### config.mk
export PLATFORM = sky130hd
export DESIGN_NAME = doubly_linked_list_manager
export DESIGN_NICKNAME = d
export VERILOG_FILES = /design/src/rtl/dll_pkg.sv /design/src/rtl/doubly_linked_list_manager.sv /design/src/rtl/dll_ram.sv
export VERILOG_INCLUDE_DIRS = /design/src /design/src/rtl
export SDC_FILE = /design/constraint.sdc
export NUM_CORES = 2
export LEC_CHECK = 0
export BUFFER_PORTS_ARGS = -buffer_cell sky130_fd_sc_hd__buf_2
export CORE_MARGIN = 3
export CORE_UTILIZATION = 63
export CTS_CLUSTER_SIZE = 20
export DETAILED_ROUTE_END_ITERATION = 6
export PLACE_DENSITY_LB_ADDON = 0.12
export REMOVE_ABC_BUFFERS = 1
export SYNTH_ARGS = -nofsm -noshare
export SYNTH_HDL_FRONTEND = slang
export SYNTH_SLANG_ARGS = --single-unit
### constraint.sdc
create_clock -name i_clk -period 14.7 [get_ports i_clk]
set_input_delay 4.41 -clock i_clk [delete_from_list [all_inputs] [get_ports i_clk]]
set_output_delay 4.41 -clock i_clk [all_outputs]
set_load 0.01 [all_outputs]
### src/rtl/doubly_linked_list_manager_defines.svh
// Assertion macros for the linked list manager
`ifndef DOUBLY_LINKED_LIST_MANAGER_DEFINES_SVH
`define DOUBLY_LINKED_LIST_MANAGER_DEFINES_SVH
`ifndef ASSERT_OFF
`define DLL_ASSERT_IMP(label, clk, rst_n, ante, cons) \
    label: assert property (@(posedge clk) disable iff (!rst_n) (ante) |-> (cons)) \
    else $error("assertion failed");
`define DLL_ASSERT_NXT(label, clk, rst_n, ante, cons) \
    label: assert property (@(posedge clk) disable iff (!rst_n) (ante) |=> (cons)) \
    else $error("assertion failed");
`else
`define DLL_ASSERT_IMP(label, clk, rst_n, ante, cons)
`define DLL_ASSERT_NXT(label, clk, rst_n, ante, cons)
`endif
`endif

### src/rtl/dll_pkg.sv
`timescale 1ns / 1ps
// ----------------------------------------------------------------------------
// dll_pkg
// Shared types and codes of the linked list manager.
// ----------------------------------------------------------------------------
package dll_pkg;
    // node pool size; handle and position fields below are sized for it
    localparam int NODES = 64;

    localparam logic [3:0] CMD_APPEND     = 4'd0;
    localparam logic [3:0] CMD_PREPEND    = 4'd1;
    localparam logic [3:0] CMD_DROP_BACK  = 4'd2;
    localparam logic [3:0] CMD_DROP_FRONT = 4'd3;
    localparam logic [3:0] CMD_READ       = 4'd4;
    localparam logic [3:0] CMD_WRITE      = 4'd5;
    localparam logic [3:0] CMD_INSERT     = 4'd6;
    localparam logic [3:0] CMD_ERASE      = 4'd7;
    localparam logic [3:0] CMD_CLEAR      = 4'd8;

    localparam logic [2:0] ST_OK    = 3'd0;
    localparam logic [2:0] ST_EMPTY = 3'd1;
    localparam logic [2:0] ST_FULL  = 3'd2;
    localparam logic [2:0] ST_RANGE = 3'd3;
    localparam logic [2:0] ST_BADH  = 3'd4;

    localparam logic signed [31:0] EMPTY_VAL = -32'sd7;
    localparam logic signed [31:0] RANGE_VAL = -32'sd9;

    typedef struct packed {
        logic [3:0]         command;
        logic signed [31:0] value;
        logic [5:0]         position;
        logic [6:0]         handle;
    } t_in;

    typedef struct packed {
        logic [2:0]         status;
        logic signed [31:0] data;
        logic [6:0]         result_handle;
        logic [6:0]         size;
        logic signed [31:0] front_value;
        logic signed [31:0] back_value;
        logic [6:0]         first_handle;
    } t_out;
endpackage

### src/rtl/doubly_linked_list_manager.sv
`timescale 1ns / 1ps
// Pushes, pops, insert and erase pass S_RD1, S_RD1W, the S_WR steps and the S_FV
// phases before S_DONE; read and write by position repeat S_RD1 and S_RD1W for each
// list step (one link read per step), then pass S_FV. Rejected commands, clear and
// ignored commands go straight to S_DONE; the strobe is registered from S_DONE.
// One item at a time: busy drops in the strobe cycle; results cannot be stalled.
// Reset (synchronous, active low) empties the list; node memories need no clearing.
// ----------------------------------------------------------------------------
// doubly_linked_list_manager
// Doubly linked list in a node pool held in value and link memories.
// ----------------------------------------------------------------------------
`include "doubly_linked_list_manager_defines.svh"
module doubly_linked_list_manager
    import dll_pkg::*;
(
    input  logic i_clk,
    input  logic i_rst_n,
    input  logic start,
    output logic busy,
    input  t_in  i_item,
    output logic o_strobe,
    output t_out o_item
);
    localparam int AW = $clog2(NODES);
    localparam int HW = AW + 1;
    localparam logic [HW-1:0] END_H = HW'(NODES);

    typedef enum logic [7:0] {
        S_IDLE  = 8'b00000001,
        S_RD1   = 8'b00000010,  // issue first read
        S_RD1W  = 8'b00000100,  // wait data
        S_RD2   = 8'b00001000,  // second read
        S_RD2W  = 8'b00010000,
        S_WR    = 8'b00100000,  // link writes
        S_FV    = 8'b01000000,  // front/back value refresh
        S_DONE  = 8'b10000000
    } t_state;

    t_state r_state, n_state;
    t_in    r_in, n_in;

    logic [HW-1:0] r_first, n_first, r_last, n_last, r_count, n_count;
    logic [HW-1:0] r_fresh, n_fresh, r_free, n_free;
    logic [NODES-1:0] r_live, n_live;
    logic signed [31:0] r_fval, n_fval, r_bval, n_bval;

    // per-command working registers
    logic [HW-1:0] r_h, n_h;        // target / new node
    logic [HW-1:0] r_at, n_at;      // insert point
    logic [HW-1:0] r_bef, n_bef;
    logic [HW-1:0] r_aft, n_aft;
    logic [HW-1:0] r_rh, n_rh;
    logic [2:0]    r_st, n_st;
    logic signed [31:0] r_data, n_data;
    logic [5:0]    r_idx, n_idx;
    logic [2:0]    r_wstep, n_wstep;
    logic          r_ins, n_ins;    // link or unlink
    logic          r_walk, n_walk;
    logic          r_fvph, n_fvph;
    logic          r_strobe;
    t_out          r_out, n_out;

    // memories
    logic          val_we, nx_we, pv_we;
    logic [AW-1:0] val_wa, nx_wa, pv_wa, val_ra, nx_ra, pv_ra;
    logic [31:0]   val_wd, val_rd;
    logic [HW-1:0] nx_wd, nx_rd, pv_wd, pv_rd;

    dll_ram #(.WIDTH(32), .DEPTH(NODES)) u_val (
        .i_clk(i_clk), .i_we(val_we), .i_waddr(val_wa), .i_wdata(val_wd),
        .i_raddr(val_ra), .o_rdata(val_rd));
    dll_ram #(.WIDTH(HW), .DEPTH(NODES)) u_next (
        .i_clk(i_clk), .i_we(nx_we), .i_waddr(nx_wa), .i_wdata(nx_wd),
        .i_raddr(nx_ra), .o_rdata(nx_rd));
    dll_ram #(.WIDTH(HW), .DEPTH(NODES)) u_prev (
        .i_clk(i_clk), .i_we(pv_we), .i_waddr(pv_wa), .i_wdata(pv_wd),
        .i_raddr(pv_ra), .o_rdata(pv_rd));

    function automatic logic live_of(input logic [NODES-1:0] lv, input logic [HW-1:0] h);
        logic r;
        r = 1'b0;
        if (h < END_H) begin
            r = lv[h[AW-1:0]];
        end
        return r;
    endfunction

    assign busy     = (r_state != S_IDLE);
    assign o_strobe = r_strobe;
    assign o_item   = r_out;

    always_comb begin
        n_state = r_state; n_in = r_in;
        n_first = r_first; n_last = r_last; n_count = r_count;
        n_fresh = r_fresh; n_free = r_free; n_live = r_live;
        n_fval = r_fval;
        n_h = r_h; n_at = r_at; n_bef = r_bef; n_aft = r_aft; n_rh = r_rh;
        n_st = r_st; n_data = r_data; n_idx = r_idx; n_wstep = r_wstep;
        n_ins = r_ins; n_walk = r_walk; n_fvph = r_fvph;
        val_we = 1'b0; nx_we = 1'b0; pv_we = 1'b0;
        val_wa = '0; nx_wa = '0; pv_wa = '0;
        val_wd = '0; nx_wd = '0; pv_wd = '0;
        val_ra = '0; nx_ra = '0; pv_ra = '0;

        case (r_state)
            S_IDLE: begin
                if (start) begin
                    n_in = i_item;
                    n_st = ST_OK; n_data = '0; n_rh = END_H;
                    n_idx = '0; n_walk = 1'b0; n_fvph = 1'b0;
                    n_state = S_DONE;
                    case (i_item.command)
                        CMD_APPEND, CMD_PREPEND, CMD_INSERT: begin
                            if (i_item.command == CMD_INSERT && i_item.handle != END_H
                                && !live_of(r_live, HW'(i_item.handle))) begin
                                n_st = ST_BADH;
                            end else if (r_count >= END_H) begin
                                n_st = ST_FULL;
                            end else begin
                                n_ins = 1'b1;
                                n_at = (i_item.command == CMD_APPEND) ? END_H :
                                       (i_item.command == CMD_PREPEND) ? r_first :
                                       HW'(i_item.handle);
                                if (r_free < END_H) begin
                                    n_h = r_free;
                                end else begin
                                    n_h = r_fresh;
                                    n_fresh = r_fresh + 1'b1;
                                end
                                n_state = S_RD1;
                            end
                        end
                        CMD_DROP_BACK, CMD_DROP_FRONT, CMD_ERASE: begin
                            n_h = (i_item.command == CMD_DROP_BACK) ? r_last :
                                  (i_item.command == CMD_DROP_FRONT) ? r_first :
                                  HW'(i_item.handle);
                            if (!live_of(r_live, n_h) || r_count == '0) begin
                                n_st = (i_item.command == CMD_ERASE) ? ST_BADH : ST_EMPTY;
                            end else begin
                                n_ins = 1'b0;
                                n_state = S_RD1;
                            end
                        end
                        CMD_READ, CMD_WRITE: begin
                            if (HW'(i_item.position) >= r_count) begin
                                n_st = ST_RANGE; n_data = RANGE_VAL;
                            end else begin
                                n_walk = 1'b1;
                                n_h = r_first;
                                n_state = S_RD1;
                            end
                        end
                        CMD_CLEAR: begin
                            n_first = END_H; n_last = END_H; n_count = '0;
                            n_fresh = '0; n_free = END_H; n_live = '0;
                        end
                        default: ;
                    endcase
                end
            end
            S_RD1: begin
                // walk: read next of r_h; insert: read prev of at and next of
                // new node (free list); erase: read both links of r_h
                nx_ra = r_h[AW-1:0];
                pv_ra = r_walk ? r_h[AW-1:0] : (r_ins ? r_at[AW-1:0] : r_h[AW-1:0]);
                val_ra = r_h[AW-1:0];
                n_state = S_RD1W;
            end
            S_RD1W: begin
                n_state = S_WR;
                n_wstep = '0;
                if (r_walk) begin
                    if (r_idx == r_in.position) begin
                        n_rh = r_h;
                        if (r_in.command == CMD_READ) begin
                            n_data = val_rd;
                        end else begin
                            val_we = 1'b1; val_wa = r_h[AW-1:0]; val_wd = r_in.value;
                        end
                        n_fvph = 1'b0;
                        n_state = S_FV;
                    end else begin
                        n_h = nx_rd;
                        n_idx = r_idx + 1'b1;
                        n_state = S_RD1;
                    end
                end else if (r_ins) begin
                    n_bef = (r_at < END_H) ? pv_rd : r_last;
                    if (r_free < END_H && r_h == r_free) begin
                        n_free = nx_rd;
                    end
                end else begin
                    n_bef = pv_rd;
                    n_aft = nx_rd;
                end
            end
            S_WR: begin
                // two write steps, one entry per memory each
                n_wstep = r_wstep + 1'b1;
                if (r_ins) begin
                    if (r_wstep == 3'd0) begin
                        val_we = 1'b1; val_wa = r_h[AW-1:0]; val_wd = r_in.value;
                        pv_we = 1'b1; pv_wa = r_h[AW-1:0]; pv_wd = r_bef;
                        nx_we = 1'b1; nx_wa = r_h[AW-1:0]; nx_wd = r_at;
                    end else begin
                        if (r_bef < END_H) begin
                            nx_we = 1'b1; nx_wa = r_bef[AW-1:0]; nx_wd = r_h;
                        end else begin
                            n_first = r_h;
                        end
                        if (r_at < END_H) begin
                            pv_we = 1'b1; pv_wa = r_at[AW-1:0]; pv_wd = r_h;
                        end else begin
                            n_last = r_h;
                        end
                        n_live[r_h[AW-1:0]] = 1'b1;
                        n_count = r_count + 1'b1;
                        n_rh = r_h;
                        n_fvph = 1'b0;
                        n_state = S_FV;
                    end
                end else begin
                    if (r_wstep == 3'd0) begin
                        if (r_bef < END_H) begin
                            nx_we = 1'b1; nx_wa = r_bef[AW-1:0]; nx_wd = r_aft;
                        end else begin
                            n_first = r_aft;
                        end
                        if (r_aft < END_H) begin
                            pv_we = 1'b1; pv_wa = r_aft[AW-1:0]; pv_wd = r_bef;
                        end else begin
                            n_last = r_bef;
                        end
                    end else begin
                        nx_we = 1'b1; nx_wa = r_h[AW-1:0]; nx_wd = r_free;
                        n_free = r_h;
                        n_live[r_h[AW-1:0]] = 1'b0;
                        n_count = r_count - 1'b1;
                        n_rh = (r_in.command == CMD_DROP_BACK) ? END_H : r_aft;
                        n_fvph = 1'b0;
                        n_state = S_FV;
                    end
                end
            end
            S_FV: begin
                // read front value, then back value
                if (!r_fvph) begin
                    val_ra = r_first[AW-1:0];
                    n_fvph = 1'b1;
                end else begin
                    val_ra = r_last[AW-1:0];
                    n_fval = val_rd;
                    n_state = S_DONE;
                end
            end
            S_DONE: begin
                n_state = S_IDLE;
            end
            default: n_state = S_IDLE;
        endcase
    end

    // back value lands the cycle after S_FV ends
    logic r_bcap;
    always_ff @(posedge i_clk) begin
        if (!i_rst_n) begin
            r_state <= S_IDLE;
            r_first <= END_H; r_last <= END_H; r_count <= '0;
            r_fresh <= '0; r_free <= END_H; r_live <= '0;
            r_strobe <= 1'b0; r_bcap <= 1'b0;
        end else begin
            r_state <= n_state;
            r_first <= n_first; r_last <= n_last; r_count <= n_count;
            r_fresh <= n_fresh; r_free <= n_free; r_live <= n_live;
            r_bcap <= (r_state == S_FV) && r_fvph;
            r_strobe <= (r_state == S_DONE);
        end
    end

    always_ff @(posedge i_clk) begin
        r_in <= n_in; r_h <= n_h; r_at <= n_at; r_bef <= n_bef; r_aft <= n_aft;
        r_rh <= n_rh; r_st <= n_st; r_data <= n_data; r_idx <= n_idx;
        r_wstep <= n_wstep; r_ins <= n_ins; r_walk <= n_walk; r_fvph <= n_fvph;
        r_fval <= n_fval;
        r_bval <= r_bcap ? val_rd : n_bval;
        r_out <= n_out;
    end

    always_comb begin
        n_bval = r_bval;
        n_out = r_out;
        if (r_state == S_DONE) begin
            n_out.status = r_st;
            n_out.data = r_data;
            n_out.result_handle = 7'(r_rh);
            n_out.size = 7'(r_count);
            if (r_count != '0) begin
                n_out.front_value = r_fval;
                n_out.back_value = r_bcap ? val_rd : r_bval;
                n_out.first_handle = 7'(r_first);
            end else begin
                n_out.front_value = EMPTY_VAL;
                n_out.back_value = EMPTY_VAL;
                n_out.first_handle = 7'(END_H);
            end
        end
    end

    `DLL_ASSERT_NXT(a_strobe_after_done, i_clk, i_rst_n, r_state == S_DONE, o_strobe)
    `DLL_ASSERT_IMP(a_count_bound, i_clk, i_rst_n, 1'b1, r_count <= END_H)
    `DLL_ASSERT_IMP(a_empty_ends, i_clk, i_rst_n, r_count == '0 && r_state == S_IDLE,
        r_first == END_H && r_last == END_H)
endmodule

### src/rtl/dll_ram.sv
`timescale 1ns / 1ps
// ----------------------------------------------------------------------------
// dll_ram
// Generic simple dual-port RAM (separate write and read addresses), one write and one registered read per cycle.
// ----------------------------------------------------------------------------
module dll_ram #(
    parameter int WIDTH = 32,
    parameter int DEPTH = 64
) (
    input  logic                     i_clk,
    input  logic                     i_we,
    input  logic [$clog2(DEPTH)-1:0] i_waddr,
    input  logic [WIDTH-1:0]         i_wdata,
    input  logic [$clog2(DEPTH)-1:0] i_raddr,
    output logic [WIDTH-1:0]         o_rdata
);
    logic [WIDTH-1:0] r_mem [DEPTH];

    always_ff @(posedge i_clk) begin
        if (i_we) begin
            r_mem[i_waddr] <= i_wdata;
        end
        o_rdata <= r_mem[i_raddr];
    end
endmodule
==> results.tsv <==
stage	metric	value	unit
run_status	status	finished clean	
clock_tree	cts.sinks	3405	
power_and_ir_drop	p_seq_frac	0.542	
hold_path	hp-class	flop to flop	
synthesis	syn_area_per_cell	13.10	um^2
power_and_ir_drop	peakVddDrop	0.0001361	V
clock_tree	post_cts_resized	0	
power_and_ir_drop	p_int	15.65	mW
route	drt-total-wl	377200	um
setup_path	crit_path_max_fanout	9	
power_and_ir_drop	swShare	0.1962	
route	drc	0	
setup_path	end_kind	primary output	
synthesis	ys.warnings.count	0	
setup_path	cp-start-kind	flop	
clock_tree	post_cts.repair.setup_buffers	0	
flow_run	drv_cap	0	
timing	period_minus_slack	7.442	ns
timing	hold_viol_final	0	
route	drtIter0Drc	11820	
synthesis	synthesis.area	136400	um^2
place	port_buffers	173	
timing	worst_pin_slew	1.443	ns
die	die_h	471.3	um
synthesis	synthFlopType	edfxtp_1	
clock_tree	cts-root-buf	clkbuf_16	
setup_path	crit_required	10.29	ns
synthesis	yosys-top-cells-count	edfxtp_1 (3220), nand2_1 (2693), nand3_1 (834)	
clock_tree	clk_latency	0.98	ns
route	vias	89190	
global_routing	grt_first_pass_wirelength	550200	um
route	wl_per_cell	27.79	um
global_routing	grt_pass1_vias	84780	
clock_tree	cts_max_path_buffers	4	
global_routing	grt_use_total	0.3336	
cells_and_area	final_area	151700	um^2
die	die_w	471.3	um
synthesis	yosysUniqueCellTypes	69	
die	io_pins	174	
setup_path	cp.arrival	3.03	ns
route	antenna_left	0	
clock_tree	cts_made_buffers	350	
place	dpl.hpwl	205400	um
setup_path	critPathKind	flop to primary output	
timing	drv_slew	0	
synthesis	synthCells	10410	
global_routing	antenna_found_initial	25	
die	rows	170	
clock_tree	clk_pin_slew	0.06	ns
timing	fin_crit_sh	0.5063	
cells_and_area	layout-drive-gt1-share	0.1091	
clock_tree	cts_hold_buf	0	
global_routing	grt-ovfl-total	0	
synthesis	yosys.area.top_type	edfxtp_1	
power_and_ir_drop	p_comb_frac	0.016	
power_and_ir_drop	power.net_switching	3.818	mW
die	core_area	214800	um^2
global_routing	grt_max_degree	190	
cells_and_area	nNetsFinal	10520	
cells_and_area	syn2layout_area_growth	11.24	%
place	gp_congestion	0.9346	
timing	finalSetupViolations	0	
synthesis	synth_area_leaders	edfxtp_1 (71%), nand2_1 (7.4%), nand3_1 (3.1%), dfxtp_1 (2.7%), a311oi_1 (2.1%)	
synthesis	synth_most_common_cell	edfxtp_1	
synthesis	async_reset_ff_frac	0	
synthesis	synth_top_area_share	0.7090	
route	firstDrtPassIters	6	
synthesis	ys_seq_area_frac	0.7361	
synthesis	ys_ff_latch	3405	
power_and_ir_drop	p_clk_frac	0.442	
power_and_ir_drop	power_leakage	51.22	nW
synthesis	synth_edf_count	3220	
place	dpl_cell_area	140600	um^2
clock_tree	cts_tree	done	
timing	rsz0062_at_grt	false	
place	place_ws	6.500	ns
power_and_ir_drop	cellPowerDensity	128.3	nW/um^2
timing	relSlewSlack	0.02762	
timing	fin_skew	0.07604	ns
timing	fmax	0.1344	GHz
die	die_area	222100	um^2
clock_tree	cts_max_level	5	
die	initial_core_util	0.6348	
timing	timing.final.ws_setup	7.258	ns
route	drt-vias-per-instance	6.572	
metal layers:
| layer | wire length, um | track usage | vias up |
|---|---|---|---|
| met1 | 142200 | 0.4543 | 44420 |
| met2 | 176100 | 0.5215 | 5109 |
| met5 | 90 | 0 | - |
| li1 | - | - | 38720 |
| met4 | 20570 | 0.1686 | 12 |
| met3 | 38150 | 0.06294 | 933 |
critical path, stage by stage, from the launching register on:
cell and delay, ns:
dfxtp_1 0.38, or4_1 0.75, nor3b_2 0.54, inv_1 0.22, buf_2 0.21
stage by stage:
stage | utilization | hold slack [ns] | power, mW | cells | TNS (ns)
global route | 0.7060 | 0.4218 | 19.93 | 13550 | 0
global placement | 0.6547 | 0.4034 | 11.05 | 12930 | 0
detailed placement | 0.6547 | 0.4045 | 11.06 | 12930 | 0
finish | 0.7062 | 0.4158 | 19.47 | 13570 | 0
floorplan | - | 0.4003 | 10.92 | 9673 | -288.86
CTS | 0.7060 | 0.4181 | 19.53 | 13550 | 0
registers in the layout, summed over array words and instances (netlist names), 32 cells and up:
name / count
o_item: 120
r_fval: 32
n_bval: 32
u_prev.r_mem: 448
u_val.r_mem: 2048
r_in: 42
u_val.o_rdata: 32
r_live: 64
r_data: 32
u_next.r_mem: 448
power by group through the flow:
stage | registers, mW | clock network, mW | logic (mW)
floorplan | 10.8 | 0 | 0.155
global placement | 10.8 | 0 | 0.302
detailed placement | 10.8 | 0 | 0.306
CTS | 10.5 | 8.67 | 0.307
global route | 10.5 | 9.05 | 0.331
finish | 10.5 | 8.61 | 0.313
cells by family after synthesis:
family          Yosys count  synth area share
simple gates           4547            0.1462
compound gates         1440           0.07117
mux                     212           0.02016
buf+inv                 764           0.02307
flops                  3405            0.7361
xor+xnor                 27          0.001734
fa+ha+maj                16          0.001523
worst paths after layout:
| kind | from | cells after the start | slack (ns) | to |
|---|---|---|---|---|
| worst min register to register | r_data[13]$_DFFE_PP_ | 0 | 0.42 | o_item[98]$_DFFE_PP_ |
| worst min-delay path | r_data[13]$_DFFE_PP_ | 0 | 0.42 | o_item[98]$_DFFE_PP_ |
| worst max register to register | r_state[2]$_SDFFE_PN0P_ | 11 | 8.13 | u_val.o_rdata[16]$_DFF_P_ |
| worst max-delay path | r_state[2]$_SDFFE_PN0P_ | 4 | 7.26 | busy |
cell type report:
cell class	instances	area, um^2
flip-flops and latches	3405	100400
fillers	14190	63120
multi-input cells	6242	33720
clock buffers	471	9500
well taps	2838	3551
repair buffers	422	2885
clock inverters	149	1516
inverters	26	97.59
diodes	18	45.04
cells in the final DEF (no fill, tap or decap), types with 17 or more instances in the layout:
cell / Yosys / routed
buf_2: 133 / 173
nor2_4: 1 / 20
or4_1: 35 / 35
xnor2_1: 17 / 17
nor2b_4: 0 / 32
inv_1: 25 / 24
bufinv_16: 0 / 30
buf_4: 8 / 237
a21o_1: 72 / 72
a311oi_1: 326 / 326
a31oi_1: 189 / 189
nand2b_1: 76 / 76
a221oi_1: 21 / 21
edfxtp_1: 3220 / 3220
a21oi_1: 162 / 158
nand3_1: 834 / 831
mux2_2: 92 / 92
clkbuf_16: 0 / 356
clkbuf_1: 514 / 99
o21ai_0: 246 / 240
and2_1: 21 / 20
clkinv_1: 1 / 62
dfxtp_1: 185 / 184
mux4_2: 41 / 41
nor2b_1: 121 / 87
diode_2: 0 / 18
a211oi_1: 50 / 50
mux2i_1: 79 / 79
clkinv_2: 0 / 44
nor3_1: 112 / 46
o22ai_1: 204 / 204
and3_1: 270 / 268
nor2_1: 292 / 272
nor3b_1: 26 / 24
nor3_2: 0 / 66
o21ai_1: 31 / 33
nand2_1: 2693 / 2691
a22oi_1: 86 / 86
or3_1: 20 / 20
Power figures use the tool's default switching activity.
